$ cat src/bca_pkg.sv
// ----------------------------------------------------------------------------
// bca_pkg
// Shared sizes, codes and types of the bitmap cluster allocator.
// ----------------------------------------------------------------------------
package bca_pkg;

	// field widths
	localparam int ADDR_W    = 48;
	localparam int COUNT_W   = 32;
	localparam int CB_W      = 17;
	localparam int MBU_W     = 8;
	localparam int STATUS_W  = 2;
	localparam int CFG_W     = 48;
	localparam int CFG_IDX_W = 2;

	// map geometry
	localparam int NUM_CLUSTERS = 1024;
	localparam int ROW_W        = (NUM_CLUSTERS >= 32) ? 32 : 8;
	localparam int BIT_W        = $clog2(ROW_W);
	localparam int ROWS         = (NUM_CLUSTERS + ROW_W - 1) / ROW_W;
	localparam int RA_W         = (ROWS > 1) ? $clog2(ROWS) : 1;
	localparam int CIDX_W       = RA_W + BIT_W;
	localparam int CW           = CIDX_W + 1;
	localparam int PROD_W       = CW + CB_W;

	// divider
	localparam int DIV_STEPS = ADDR_W;
	localparam int DIV_CNT_W = $clog2(DIV_STEPS);

	// configuration register indexes
	localparam logic [CFG_IDX_W-1:0] CFG_REGION_BASE   = 2'd0;
	localparam logic [CFG_IDX_W-1:0] CFG_CLUSTER_BYTES = 2'd1;
	localparam logic [CFG_IDX_W-1:0] CFG_MAP_BYTES     = 2'd2;

	localparam logic [CB_W-1:0]  CLUSTER_BYTES_RST = 17'd4096;
	localparam logic [MBU_W-1:0] MAP_BYTES_RST     = 8'd128;

	localparam logic OP_ALLOC = 1'b0;
	localparam logic OP_FREE  = 1'b1;

	typedef enum logic [STATUS_W-1:0] {
		STAT_DONE    = 2'd0,
		STAT_NO_RUN  = 2'd1,
		STAT_IGNORED = 2'd2
	} status_t;

	typedef enum logic [3:0] {
		S_CLEAR,
		S_IDLE,
		S_DIV_FIRST,
		S_DIV_NEED,
		S_SCAN_RD,
		S_SCAN_BIT,
		S_MARK_RD,
		S_MARK_WR,
		S_DONE
	} fsm_state_t;

	typedef struct packed {
		logic              start;
		logic [ADDR_W-1:0] dividend;
		logic [CB_W-1:0]   divisor;
	} div_req_t;

	typedef struct packed {
		logic              done;
		logic [ADDR_W-1:0] quotient;
	} div_rsp_t;

	typedef struct packed {
		logic             rd_en;
		logic [RA_W-1:0]  rd_addr;
		logic             wr_en;
		logic [RA_W-1:0]  wr_addr;
		logic [ROW_W-1:0] wr_data;
	} ram_ctrl_t;

endpackage

$ cat src/bca_if.sv
// ----------------------------------------------------------------------------
// bca_if
// Request and response channels of the bitmap cluster allocator.
// ----------------------------------------------------------------------------
interface bca_req_if import bca_pkg::*; ();
	logic               valid;
	logic               ready;
	logic               operation;
	logic [COUNT_W-1:0] byte_count;
	logic [ADDR_W-1:0]  free_address;

	modport source (output valid, output operation, output byte_count,
		output free_address, input ready);
	modport sink (input valid, input operation, input byte_count,
		input free_address, output ready);
endinterface

interface bca_rsp_if import bca_pkg::*; ();
	logic                valid;
	logic                ready;
	logic [ADDR_W-1:0]   block_address;
	logic [STATUS_W-1:0] status;

	modport source (output valid, output block_address, output status, input ready);
	modport sink (input valid, input block_address, input status, output ready);
endinterface

$ cat src/bca_div.sv
// ----------------------------------------------------------------------------
// bca_div
// Restoring divider, one quotient bit per cycle, shared by all requests.
// ----------------------------------------------------------------------------
module bca_div import bca_pkg::*; (
	input  logic     clk,
	input  logic     arst_n,
	input  div_req_t req,
	output div_rsp_t rsp
);

	logic                 busy_q;
	logic                 done_q;
	logic [DIV_CNT_W-1:0] cnt_q;
	logic [ADDR_W-1:0]    dvd_q;
	logic [CB_W:0]        rem_q;
	logic [CB_W-1:0]      dsr_q;

	logic [CB_W:0] rem_sh;
	logic          ge;

	always_comb begin
		rem_sh = {rem_q[CB_W-1:0], dvd_q[ADDR_W-1]};
		ge     = rem_sh >= {1'b0, dsr_q};
	end

	always_ff @(posedge clk or negedge arst_n) begin
		if (!arst_n) begin
			busy_q <= 1'b0;
			done_q <= 1'b0;
			cnt_q  <= '0;
		end else begin
			done_q <= 1'b0;
			if (busy_q) begin
				cnt_q <= cnt_q + DIV_CNT_W'(1);
				if (cnt_q == DIV_CNT_W'(DIV_STEPS - 1)) begin
					busy_q <= 1'b0;
					done_q <= 1'b1;
				end
			end else if (req.start) begin
				busy_q <= 1'b1;
				cnt_q  <= '0;
			end
		end
	end

	always_ff @(posedge clk) begin
		if (busy_q) begin
			rem_q <= ge ? (rem_sh - {1'b0, dsr_q}) : rem_sh;
			dvd_q <= {dvd_q[ADDR_W-2:0], ge};
		end else if (req.start) begin
			rem_q <= '0;
			dvd_q <= req.dividend;
			dsr_q <= req.divisor;
		end
	end

	assign rsp.done     = done_q;
	assign rsp.quotient = dvd_q;

endmodule

$ cat src/bca_map_ram.sv
// ----------------------------------------------------------------------------
// bca_map_ram
// Cluster used map, one row of cluster bits per entry, registered read.
// ----------------------------------------------------------------------------
module bca_map_ram import bca_pkg::*; (
	input  logic             clk,
	input  ram_ctrl_t        ctrl,
	output logic [ROW_W-1:0] rd_data
);

	logic [ROW_W-1:0] mem [ROWS];

	always_ff @(posedge clk) begin
		if (ctrl.wr_en) begin
			mem[ctrl.wr_addr] <= ctrl.wr_data;
		end
	end

	// read data holds between reads
	always_ff @(posedge clk) begin
		if (ctrl.rd_en) begin
			rd_data <= mem[ctrl.rd_addr];
		end
	end

endmodule

$ cat src/bitmap_cluster_allocator_unit.sv
// ----------------------------------------------------------------------------
// bitmap_cluster_allocator_unit
// First-fit cluster allocator over a bitmap held in a row-wide memory.
// ----------------------------------------------------------------------------
// Requests arrive on req (valid/ready): an allocate carries a byte count, a
// free carries a byte count and a start address. Each request gives exactly
// one transfer on rsp with an address and a status code. The three
// configuration registers are written through cfg_we/cfg_index/cfg_data;
// the user is to write them only while the block is idle; the block does not enforce it.
// One request is in work at a time. A size is turned into clusters by a
// shared one-bit-per-cycle divider of 48 steps; a free runs it up to twice. An
// allocate then reads the map a 32-cluster row at a time and scans it one
// cluster per cycle; on a hit each row of the run is read and written back. A
// free reads and writes back each row that it clears; a free ignored on its
// inputs skips the divider and goes straight to its result.
// After reset the map memory is cleared row by row, all 32 rows, with req
// ready held low; configuration writes are taken during that sweep.
// A result waits in the output register while rsp is stalled; the next
// request is still accepted and worked on up to its own result.
module bitmap_cluster_allocator_unit import bca_pkg::*; (
	input  logic                 clk,
	input  logic                 arst_n,
	bca_req_if.sink              req,
	bca_rsp_if.source            rsp,
	input  logic                 cfg_we,
	input  logic [CFG_IDX_W-1:0] cfg_index,
	input  logic [CFG_W-1:0]     cfg_data
);

	fsm_state_t state_q, state_d;

	logic [ADDR_W-1:0]   region_base_q;
	logic [CB_W-1:0]     cluster_bytes_q;
	logic [MBU_W-1:0]    map_bytes_q;

	logic                op_q;
	logic [COUNT_W-1:0]  count_q;
	logic [CB_W-1:0]     g_q;
	logic [CW-1:0]       limit_q;
	logic [CW-1:0]       need_q;
	logic [CW-1:0]       run_q;
	logic [CW-1:0]       lo_q;
	logic [CW-1:0]       hi_q;
	logic [RA_W-1:0]     row_q;
	logic [RA_W-1:0]     last_row_q;
	logic [BIT_W-1:0]    bit_q;
	logic                mark_set_q;
	logic [PROD_W-1:0]   prod_q;
	status_t             res_status_q;

	logic                rsp_valid_q;
	logic [ADDR_W-1:0]   rsp_addr_q;
	status_t             rsp_status_q;

	div_req_t            div_req;
	div_rsp_t            div_rsp;
	ram_ctrl_t           ram_ctrl;
	logic [ROW_W-1:0]    ram_rd;

	logic [CB_W-1:0]     gran;
	logic [CW-1:0]       limit_c;
	logic [MBU_W+2:0]    lim_raw;
	logic                free_bad;
	logic                accept;
	logic [CW-1:0]       idx;
	logic [CW-1:0]       run_inc;
	logic                cur_used;
	logic                hit;
	logic                scan_last;
	logic [CW-1:0]       lo_new;
	logic                last_bit;
	logic [ADDR_W-1:0]   free_sum;
	logic [CW-1:0]       free_hi;
	logic [CW-1:0]       free_hm1;
	logic                first_out;
	logic                need_bad;
	logic [ROW_W-1:0]    mark_mask;
	logic [CW-1:0]       mark_idx;
	logic                rsp_load;

	bca_div u_div (
		.clk    (clk),
		.arst_n (arst_n),
		.req    (div_req),
		.rsp    (div_rsp)
	);

	bca_map_ram u_ram (
		.clk     (clk),
		.ctrl    (ram_ctrl),
		.rd_data (ram_rd)
	);

	// request decode and scan datapath
	always_comb begin
		gran     = (cluster_bytes_q == '0) ? CB_W'(1) : cluster_bytes_q;
		lim_raw  = {map_bytes_q, 3'b000};
		if (32'(lim_raw) > 32'(NUM_CLUSTERS)) begin
			limit_c = CW'(NUM_CLUSTERS);
		end else begin
			limit_c = CW'(lim_raw);
		end
		free_bad = (req.free_address == '0) || (req.byte_count == '0) ||
			(req.free_address < region_base_q);
		accept   = req.valid && req.ready;

		idx       = {1'b0, row_q, bit_q};
		cur_used  = ram_rd[bit_q];
		run_inc   = run_q + CW'(1);
		hit       = !cur_used && (run_inc == need_q);
		// last active cluster, the scan ends here on a miss
		scan_last = (idx + CW'(1)) >= limit_q;
		lo_new    = idx + CW'(1) - need_q;
		last_bit  = bit_q == {BIT_W{1'b1}};

		free_sum = ADDR_W'(lo_q) + div_rsp.quotient;
		free_hi  = (free_sum > ADDR_W'(limit_q)) ? limit_q : free_sum[CW-1:0];
		free_hm1 = free_hi - CW'(1);

		first_out = div_rsp.quotient >= ADDR_W'(limit_q);
		need_bad  = (div_rsp.quotient == '0) || (div_rsp.quotient > ADDR_W'(limit_q));

		for (int k = 0; k < ROW_W; k++) begin
			mark_idx     = {1'b0, row_q, BIT_W'(k)};
			mark_mask[k] = (mark_idx >= lo_q) && (mark_idx < hi_q);
		end
	end

	// next state and strobes
	always_comb begin
		state_d          = state_q;
		req.ready        = 1'b0;
		div_req.start    = 1'b0;
		div_req.dividend = ADDR_W'(count_q) + ADDR_W'(g_q) - ADDR_W'(1);
		div_req.divisor  = g_q;
		ram_ctrl.rd_en   = 1'b0;
		ram_ctrl.rd_addr = row_q;
		ram_ctrl.wr_en   = 1'b0;
		ram_ctrl.wr_addr = row_q;
		ram_ctrl.wr_data = mark_set_q ? (ram_rd | mark_mask) : (ram_rd & ~mark_mask);
		rsp_load         = 1'b0;
		case (state_q)
			S_CLEAR: begin
				ram_ctrl.wr_en   = 1'b1;
				ram_ctrl.wr_data = '0;
				if (row_q == RA_W'(ROWS - 1)) begin
					state_d = S_IDLE;
				end
			end
			S_IDLE: begin
				req.ready       = 1'b1;
				div_req.divisor = gran;
				if (req.valid) begin
					if (req.operation == OP_ALLOC) begin
						div_req.start    = 1'b1;
						div_req.dividend = ADDR_W'(req.byte_count) + ADDR_W'(gran) -
							ADDR_W'(1);
						state_d          = S_DIV_NEED;
					end else if (free_bad) begin
						state_d = S_DONE;
					end else begin
						div_req.start    = 1'b1;
						div_req.dividend = req.free_address - region_base_q;
						state_d          = S_DIV_FIRST;
					end
				end
			end
			S_DIV_FIRST: begin
				if (div_rsp.done) begin
					if (first_out) begin
						state_d = S_DONE;
					end else begin
						div_req.start = 1'b1;
						state_d       = S_DIV_NEED;
					end
				end
			end
			S_DIV_NEED: begin
				if (div_rsp.done) begin
					if (op_q == OP_FREE) begin
						state_d = S_MARK_RD;
					end else if (need_bad) begin
						state_d = S_DONE;
					end else begin
						state_d = S_SCAN_RD;
					end
				end
			end
			S_SCAN_RD: begin
				ram_ctrl.rd_en = 1'b1;
				state_d        = S_SCAN_BIT;
			end
			S_SCAN_BIT: begin
				if (hit) begin
					state_d = S_MARK_RD;
				end else if (scan_last) begin
					state_d = S_DONE;
				end else if (last_bit) begin
					state_d = S_SCAN_RD;
				end
			end
			S_MARK_RD: begin
				ram_ctrl.rd_en = 1'b1;
				state_d        = S_MARK_WR;
			end
			S_MARK_WR: begin
				// the row is written back before the next one is read
				ram_ctrl.wr_en = 1'b1;
				if (row_q == last_row_q) begin
					state_d = S_DONE;
				end else begin
					state_d = S_MARK_RD;
				end
			end
			S_DONE: begin
				if (!rsp_valid_q || rsp.ready) begin
					rsp_load = 1'b1;
					state_d  = S_IDLE;
				end
			end
			default: begin
				state_d = S_IDLE;
			end
		endcase
	end

	always_ff @(posedge clk or negedge arst_n) begin
		if (!arst_n) begin
			state_q <= S_CLEAR;
		end else begin
			state_q <= state_d;
		end
	end

	always_ff @(posedge clk or negedge arst_n) begin
		if (!arst_n) begin
			region_base_q   <= '0;
			cluster_bytes_q <= CLUSTER_BYTES_RST;
			map_bytes_q     <= MAP_BYTES_RST;
		end else if (cfg_we) begin
			case (cfg_index)
				CFG_REGION_BASE:   region_base_q   <= cfg_data[ADDR_W-1:0];
				CFG_CLUSTER_BYTES: cluster_bytes_q <= cfg_data[CB_W-1:0];
				CFG_MAP_BYTES:     map_bytes_q     <= cfg_data[MBU_W-1:0];
				default: begin
				end
			endcase
		end
	end

	always_ff @(posedge clk or negedge arst_n) begin
		if (!arst_n) begin
			row_q       <= '0;
			rsp_valid_q <= 1'b0;
		end else begin
			if (rsp_load) begin
				rsp_valid_q <= 1'b1;
			end else if (rsp.ready) begin
				rsp_valid_q <= 1'b0;
			end
			case (state_q)
				S_CLEAR: begin
					row_q <= row_q + RA_W'(1);
				end
				S_DIV_NEED: begin
					if (div_rsp.done) begin
						if (op_q == OP_FREE) begin
							row_q <= lo_q[CIDX_W-1:BIT_W];
						end else begin
							row_q <= '0;
						end
					end
				end
				S_SCAN_BIT: begin
					if (hit) begin
						row_q <= lo_new[CIDX_W-1:BIT_W];
					end else if (last_bit) begin
						row_q <= row_q + RA_W'(1);
					end
				end
				S_MARK_WR: begin
					row_q <= row_q + RA_W'(1);
				end
				default: begin
				end
			endcase
		end
	end

	always_ff @(posedge clk) begin
		case (state_q)
			S_IDLE: begin
				if (accept) begin
					op_q         <= req.operation;
					count_q      <= req.byte_count;
					g_q          <= gran;
					limit_q      <= limit_c;
					res_status_q <= (req.operation == OP_FREE && free_bad) ?
						STAT_IGNORED : STAT_DONE;
				end
			end
			S_DIV_FIRST: begin
				if (div_rsp.done) begin
					if (first_out) begin
						res_status_q <= STAT_IGNORED;
					end else begin
						lo_q <= div_rsp.quotient[CW-1:0];
					end
				end
			end
			S_DIV_NEED: begin
				if (div_rsp.done) begin
					if (op_q == OP_FREE) begin
						hi_q       <= free_hi;
						last_row_q <= free_hm1[CIDX_W-1:BIT_W];
						mark_set_q <= 1'b0;
					end else if (need_bad) begin
						res_status_q <= STAT_NO_RUN;
					end else begin
						need_q <= div_rsp.quotient[CW-1:0];
						run_q  <= '0;
						bit_q  <= '0;
					end
				end
			end
			S_SCAN_BIT: begin
				if (hit) begin
					lo_q       <= lo_new;
					hi_q       <= idx + CW'(1);
					last_row_q <= row_q;
					mark_set_q <= 1'b1;
				end else if (scan_last) begin
					res_status_q <= STAT_NO_RUN;
				end else begin
					run_q <= cur_used ? '0 : run_inc;
					bit_q <= bit_q + BIT_W'(1);
				end
			end
			S_MARK_RD: begin
				prod_q <= PROD_W'(lo_q) * PROD_W'(g_q);
			end
			S_DONE: begin
				if (rsp_load) begin
					rsp_status_q <= res_status_q;
					if (op_q == OP_ALLOC && res_status_q == STAT_DONE) begin
						rsp_addr_q <= region_base_q + ADDR_W'(prod_q);
					end else begin
						rsp_addr_q <= '0;
					end
				end
			end
			default: begin
			end
		endcase
	end

	assign rsp.valid         = rsp_valid_q;
	assign rsp.block_address = rsp_addr_q;
	assign rsp.status        = rsp_status_q;

endmodule

$ cat src/flat_wrapper.sv
// flat-port wrapper written by rule: the top's interface ports become plain ports
module bitmap_cluster_allocator_unit_flat import bca_pkg::*;
  (clk, arst_n, cfg_we, cfg_index, cfg_data, req_valid, req_operation, req_byte_count, req_free_address, req_ready, rsp_valid, rsp_block_address, rsp_status, rsp_ready);
  bca_req_if req_i ();
  bca_rsp_if rsp_i ();
  input  logic clk;
  input  logic arst_n;
  input  logic cfg_we;
  input  logic [CFG_IDX_W-1:0] cfg_index;
  input  logic [CFG_W-1:0] cfg_data;
  input wire logic [$bits(req_i.valid)-1:0] req_valid;
  input wire logic [$bits(req_i.operation)-1:0] req_operation;
  input wire logic [$bits(req_i.byte_count)-1:0] req_byte_count;
  input wire logic [$bits(req_i.free_address)-1:0] req_free_address;
  output wire logic [$bits(req_i.ready)-1:0] req_ready;
  output wire logic [$bits(rsp_i.valid)-1:0] rsp_valid;
  output wire logic [$bits(rsp_i.block_address)-1:0] rsp_block_address;
  output wire logic [$bits(rsp_i.status)-1:0] rsp_status;
  input wire logic [$bits(rsp_i.ready)-1:0] rsp_ready;
  assign req_i.valid = req_valid;
  assign req_i.operation = req_operation;
  assign req_i.byte_count = req_byte_count;
  assign req_i.free_address = req_free_address;
  assign req_ready = req_i.ready;
  assign rsp_valid = rsp_i.valid;
  assign rsp_block_address = rsp_i.block_address;
  assign rsp_status = rsp_i.status;
  assign rsp_i.ready = rsp_ready;
  bitmap_cluster_allocator_unit u_core (.clk(clk), .arst_n(arst_n), .req(req_i), .rsp(rsp_i), .cfg_we(cfg_we), .cfg_index(cfg_index), .cfg_data(cfg_data));
endmodule
$ cat config.mk
export PLATFORM = sky130hd
export DESIGN_NAME = bitmap_cluster_allocator_unit_flat
export DESIGN_NICKNAME = d
export VERILOG_FILES = /design/src/bca_pkg.sv /design/src/bca_if.sv /design/src/bca_div.sv /design/src/bca_map_ram.sv /design/src/bitmap_cluster_allocator_unit.sv /design/src/flat_wrapper.sv
export SDC_FILE = /design/constraint.sdc
export NUM_CORES = 2
export LEC_CHECK = 0
export BUFFER_PORTS_ARGS = -buffer_cell sky130_fd_sc_hd__buf_4
export CAP_MARGIN = 30
export CELL_PAD_IN_SITES_DETAIL_PLACEMENT = 1
export CELL_PAD_IN_SITES_GLOBAL_PLACEMENT = 1
export CORE_MARGIN = 5
export CORE_UTILIZATION = 42
export CTS_CLUSTER_SIZE = 28
export DETAILED_ROUTE_END_ITERATION = 8
export PLACE_DENSITY = 0.74
export SYNTH_ARGS = -nofsm -noshare
export SYNTH_HDL_FRONTEND = slang
export SYNTH_SLANG_ARGS = --single-unit
$ cat constraint.sdc
create_clock -name clk -period 8.37 [get_ports clk]
set_input_delay 1.674 -clock clk [delete_from_list [all_inputs] [get_ports clk]]
set_output_delay 1.674 -clock clk [all_outputs]
set_load 0.02 [all_outputs]
[Word-level counts from Yosys, hierarchy flattened]
Memories as Yosys holds them, arrays and structs flattened. A register that Yosys moved wholly into a read port is not among the register bits.
Cells that the tools add are included.
Widths: inputs -> output; s select.
Word-level totals
  flip-flop bits (word level): 369
  output and inout port bits: 52
  memories kept: 1
  bits of input ports: 136
  memory bits (writable): 1024
  logic and storage cells: 319
Memory list
  u_core.u_ram.mem: words 32, bits a word 32, read ports 1, clocked after Yosys merged registers in 1, write ports 1, line bca_map_ram.sv:11  | logic [ROW_W-1:0] mem [ROWS];
Operators by class
  reductions and logical operators: 70
  bitwise logic cells: 6
  eq/ne operators: 33
  $add $sub $neg: 15
  multiply operators: 1
  multiplexer cells: 93
  magnitude comparators: 72
Operators by type and width (count)
  $ge 10x11->1: 32
  $lt 10x11->1: 32
  $mux 49: 3
  $mux 11: 13
  $gt 48x11->1: 2
  $logic_not 48->1: 2
  $mux 48: 2
  $sub 48x1->48 const B: 2
  $mux 17: 4
  $add 32x17->33: 2
  $pmux 11 s2: 3
  $mux 65: 1
  $mux 32: 2
  $mux 5: 12
  $mux 4: 14
  $add 11x48->48: 1
  $add 48x28->48: 1
  $ge 48x11->1: 1
  $lt 48x48->1: 1
  $sub 48x48->48: 1
  $logic_and 1x1->1: 36
  $pmux 4 s9: 1
  $and 32x32->32: 1
  $logic_not 32->1: 1
  51 further kinds: 120

[Depth between registers and ports, before layout]
  word-level depth: 9
  depth in mapped cells: 25
  mapped depth without buffers: 22

[Hierarchy]
From an unflattened synthesis, not the netlist that was laid out.
Second synthesis, totals
  cell total of the unflattened synthesis: 6208
  area total of the unflattened synthesis: 76049.2 sq um
Modules (own cells, without submodules)
  bca_map_ram: cells an instance 2260, instances 1, seq. area each 31710.4 sq um, area an instance 40805.4 sq um
  bitmap_cluster_allocator_unit: cells an instance 3590, instances 1, seq. area each 7875.1 sq um, area an instance 30498.0 sq um
  bca_div: cells an instance 358, instances 1, seq. area each 2662.6 sq um, area an instance 4745.8 sq um

[Worst setup path after synthesis]
OpenSTA, ideal clock, no wires.
  path kind: register to register
  start: register u_core.lo_q[2]
  end: register u_core.prod_q[27], data pin
  slack: 1.836 ns
  setup time: 0.259 ns
  clock period less this slack: 6.534 ns
  cell stages (with the launch flop): 24
  arrival: 6.275 ns
  cell sequence: edfxtp_1 clkbuf_1 clkbuf_1 clkbuf_1 nand2_1 fa_1 inv_1 fa_1 inv_1 fa_1 inv_1 fa_1 fa_1 ha_1 o21a_1 o2111ai_1 nor2_1 or4_1 nand3_1 a31oi_1 and4_1 a2111oi_0 a21oi_1 xnor2_1
On the way
  longest elaborated chain between the ends: 1
Ends and longest elaborated chain
  start: declaration: line bitmap_cluster_allocator_unit.sv:42  | logic [CW-1:0] lo_q;
  start signal: assignment: line bitmap_cluster_allocator_unit.sv:307  | lo_q <= div_rsp.quotient[CW-1:0];
  start signal: assignment: line bitmap_cluster_allocator_unit.sv:328  | lo_q <= lo_new;
  $mul 11x17->28: line bitmap_cluster_allocator_unit.sv:340  | prod_q <= PROD_W'(lo_q) * PROD_W'(g_q);
  end signal: assignment: line bitmap_cluster_allocator_unit.sv:340
  end: declaration: line bitmap_cluster_allocator_unit.sv:48  | logic [PROD_W-1:0] prod_q;
No other way between the ends.
A chain may end at the register's enable or synchronous reset.

[Final worst setup path]
  start: register u_core.lo_q[7]
  end: register u_core.prod_q[27], data pin
Same word-level chain as after synthesis.

==> out/results.tsv <==
metric	value	unit
gp_congestion	0.938	
rsz_0062_raised_after_global_routing	false	
multiInputGateArea	30000	sq um
routed_wirelength	250000	microns
post_cts_resized	0	
max_slew.worst_pin.slew	1.06	ns
static-leakage-power	25.7	nW
io_buffer_count	187	
synth.area.mux_share	9.81	%
grt_antenna_before_repair	6	
setup.worst_path.start_class	register	
worstRegToRegCells	19	
cts_sinks	1422	
yosysTopAreaCell	sky130_fd_sc_hd__edfxtp_1	
final_antenna_net_count	0	
synth_top_family_by_area	multiplexers	
setup_violations	0	
design.core.area	176000	sq um
synth_simple_gate_area_share	9.52	%
post_drt_via_cell_ratio	6.13	
clock-root-buffer	sky130_fd_sc_hd__clkbuf_16	
worst_skew_pair.late_latency	0.84	ns
floorplan.die.height	430	microns
design.die.area	185000	sq um
register_bit_count_reported_by_yosys	1422	
dr.pass1.iters	6	
dpl.cell_count	7884	
post_synth_instance_area	74100	sq um
layout.filler_cells	17600	
clock_skew	0.0946	ns
async_flop_share	6.40	%
pin_count	188	
grt_pass1_vias	51900	
final_worst_path_period_need	6.85	ns
core.rowCount	154	
netlist-cell-type-count	109	
synth_top_area_share	53.9	%
number_of_enable_flip_flop_cells_after_synthesis	1331	
result_of_the_run	finished, final reports clean	
maxClockFrequency	146	MHz
synth-xor-area-share	3.12	%
p_per_area	192	nW/um^2
syn2layout_area_growth	13.6	%
cts_hold_repair.buffers	0	
clock_slew_seen_by_the_registers_of_the_worst_setup_and_hold_paths	0.07	ns
die-width	430	microns
worst_case_headroom_to_the_max_slew_limit	28.7	%
critical_path_class	register to register	
crit_path_end_kind	register	
yosys_most_used_dff	sky130_fd_sc_hd__edfxtp_1	
hold_path_class	register to register	
drt_iter0_drc	4875	
finalHoldViolCount	0	
max_cap_violations	0	
syn_inst	5489	
seqCellArea	42300	sq um
maxSlewViolCount	0	
cts_setup_buffers	0	
remaining_routing_drc_violations	0	
synth.yosys.seq_area_share	57.0	%
place.detailed.hpwl	166000	microns
yosysWarnings	0	
netlist_top_cells_area	sky130_fd_sc_hd__edfxtp_1 54%, sky130_fd_sc_hd__mux4_2 8.1%, sky130_fd_sc_hd__ha_1 4.4%, sky130_fd_sc_hd__fa_1 3.8%, sky130_fd_sc_hd__dfrtp_1 3.0%	
totalNegativeSetupSlack	0	ns
grt_start_max_net_pins	135	
path_max_fanout	20	
ctsHtreeMaxLevel	4	
grt_pass1_wl	363000	microns
cts-root-to-sink-buffers	3	
period_share	81.8	%
synth-adder-area-share	8.23	%
routedWlPerCell	30.6	microns
avgSynthCellArea	13.5	sq um
detailroute.via_count	50100	
tritoncts	yes	
worst_ep_required_time	8.93	ns
grt.overflow.total	0	
drive_gt1_share	17.2	%
compound_gate_fraction_of_synth_area	9.38	%
initial_utilization	42.1	%
worstHoldPathCells	1	
ir_drop	0.205	mV
cts_inserted_buffers	155	
final_cells	8175	
grt_util_all_layers	26.5	%
worst-endpoint-arrival	7.41	ns
nets	6246	
synthesis.nets	6028	
==> power by group <==
part	internal, W	switching, W
clock network	0.00390	0.00305
registers	0.00773	0.0000863
logic	0.000506	0.000912
==> worst max-delay path: stages (launching register included) <==
cell and delay [ns]:
sky130_fd_sc_hd__edfxtp_1 0.93, sky130_fd_sc_hd__nand2_1 0.18, sky130_fd_sc_hd__fa_1 0.49, sky130_fd_sc_hd__fa_1 0.55, sky130_fd_sc_hd__inv_1 0.05, sky130_fd_sc_hd__fa_1 0.47
sky130_fd_sc_hd__inv_1 0.06, sky130_fd_sc_hd__fa_1 0.54, sky130_fd_sc_hd__inv_1 0.06, sky130_fd_sc_hd__fa_1 0.48, sky130_fd_sc_hd__ha_1 0.38, sky130_fd_sc_hd__a21o_1 0.20
sky130_fd_sc_hd__a21o_1 0.20, sky130_fd_sc_hd__or4_1 0.54, sky130_fd_sc_hd__nand3_1 0.16, sky130_fd_sc_hd__a31oi_1 0.11, sky130_fd_sc_hd__and4_1 0.22, sky130_fd_sc_hd__a2111oi_0 0.61
sky130_fd_sc_hd__a21oi_1 0.18, sky130_fd_sc_hd__xnor2_1 0.17
==> cell usage after synthesis (all sizes together), types with 103 or more instances <==
library cell and count:
a21oi 216, ha 262, nand3 103, nor2 324
inv 314, a22oi 138, xnor2 166, edfxtp 1331
fa 141, clkbuf 202, nand2 418, mux4 266
o21ai 221
==> path summary, 6_finish.rpt <==
check	slack [ns]	startpoint	end
max reg2reg	1.52	u_core.lo_q[7]	u_core.prod_q[27]
max	1.52	u_core.lo_q[7]	u_core.prod_q[27]
min reg2reg	0.50	u_core.u_div.cnt_q[5]	u_core.u_div.cnt_q[5]
max in group asynchronous	6.25	arst_n	u_core.map_bytes_q[2]
min in group asynchronous	0.90	arst_n	u_core.region_base_q[45]
min	0.50	u_core.u_div.cnt_q[5]	u_core.u_div.cnt_q[5]
==> through the flow <==
stage	hold slack [ns]	total power, W	setup slack, ns	area [sq um]	util [%]
after floorplan	0.442	0.00881	1.84	74100	-
after global placement	0.469	0.00933	1.34	78700	44.7
after detailed placement	0.479	0.00936	1.36	78900	44.9
after CTS	0.494	0.0163	1.52	84100	47.8
after global routing	0.527	0.0167	1.16	84200	47.9
final	0.498	0.0162	1.52	84200	47.9
==> layout by cell type, fill, tap and decap left out, types with 31 or more instances in the layout <==
master                         n
sky130_fd_sc_hd__a211oi_1     37
sky130_fd_sc_hd__a21o_1       98
sky130_fd_sc_hd__a21oi_1     212
sky130_fd_sc_hd__a22oi_1     136
sky130_fd_sc_hd__and2_1       96
sky130_fd_sc_hd__and3_1       49
sky130_fd_sc_hd__buf_4       300
sky130_fd_sc_hd__clkbuf_16   156
sky130_fd_sc_hd__clkinv_1     34
sky130_fd_sc_hd__dfrtp_1      86
sky130_fd_sc_hd__edfxtp_1   1331
sky130_fd_sc_hd__fa_1        141
sky130_fd_sc_hd__ha_1        262
sky130_fd_sc_hd__inv_1       312
sky130_fd_sc_hd__mux2_2       53
sky130_fd_sc_hd__mux2i_1      68
sky130_fd_sc_hd__mux4_2      266
sky130_fd_sc_hd__nand2_1     416
sky130_fd_sc_hd__nand2b_1     40
sky130_fd_sc_hd__nand3_1     100
sky130_fd_sc_hd__nand4_1      86
sky130_fd_sc_hd__nor2_1      286
sky130_fd_sc_hd__nor2_4       33
sky130_fd_sc_hd__nor2b_1      59
sky130_fd_sc_hd__nor3_1       83
sky130_fd_sc_hd__nor4_1       47
sky130_fd_sc_hd__o21a_1       31
sky130_fd_sc_hd__o21ai_0     193
sky130_fd_sc_hd__xnor2_1     164
sky130_fd_sc_hd__xor2_1       96
==> cell type report <==
type / instances / area share, %
diodes: 2 / 0.00594
flip-flops and latches: 1422 / 50.2
multi-input cells: 3496 / 35.7
clock inverters: 99 / 1.34
inverters: 315 / 1.41
well taps: 2340 / 3.48
clock buffers: 184 / 4.79
repair buffers: 317 / 3.11
==> layer usage <==
layer | part of all wire [%] | up-vias | GRT usage [%]
li1 | - | 21300 | -
met1 | 38 | 25900 | 32.4
met2 | 49 | 2239 | 44.8
met3 | 6.5 | 610 | 4.16
met4 | 6.9 | 6 | 15.4
met5 | 0.013 | - | 0
==> state kept, by name, summed over array words and instances (netlist names), 11 cells and up <==
signal                    cells
u_core.prod_q                28
u_core.need_q                11
u_core.rsp.block_address     48
u_core.u_div.dvd_q           48
u_core.u_ram.mem           1024
u_core.u_div.dsr_q           17
u_core.count_q               32
u_core.lo_q                  11
u_core.hi_q                  11
u_core.u_div.rem_q           17
u_core.g_q                   17
u_core.run_q                 11
u_core.u_ram.rd_data         32
u_core.cluster_bytes_q       17
u_core.region_base_q         48
==> kinds of logic after synthesis <==
kind of cell,after synthesis
flip-flops,1422
AND/OR/NAND/NOR,1421
AO/OA/AOI/OAI,1023
buffers and inverters,571
adder cells (fa/ha/maj),403
multiplexers,387
XOR/XNOR,262
Note: power is estimated with default switching activity, not from simulation.
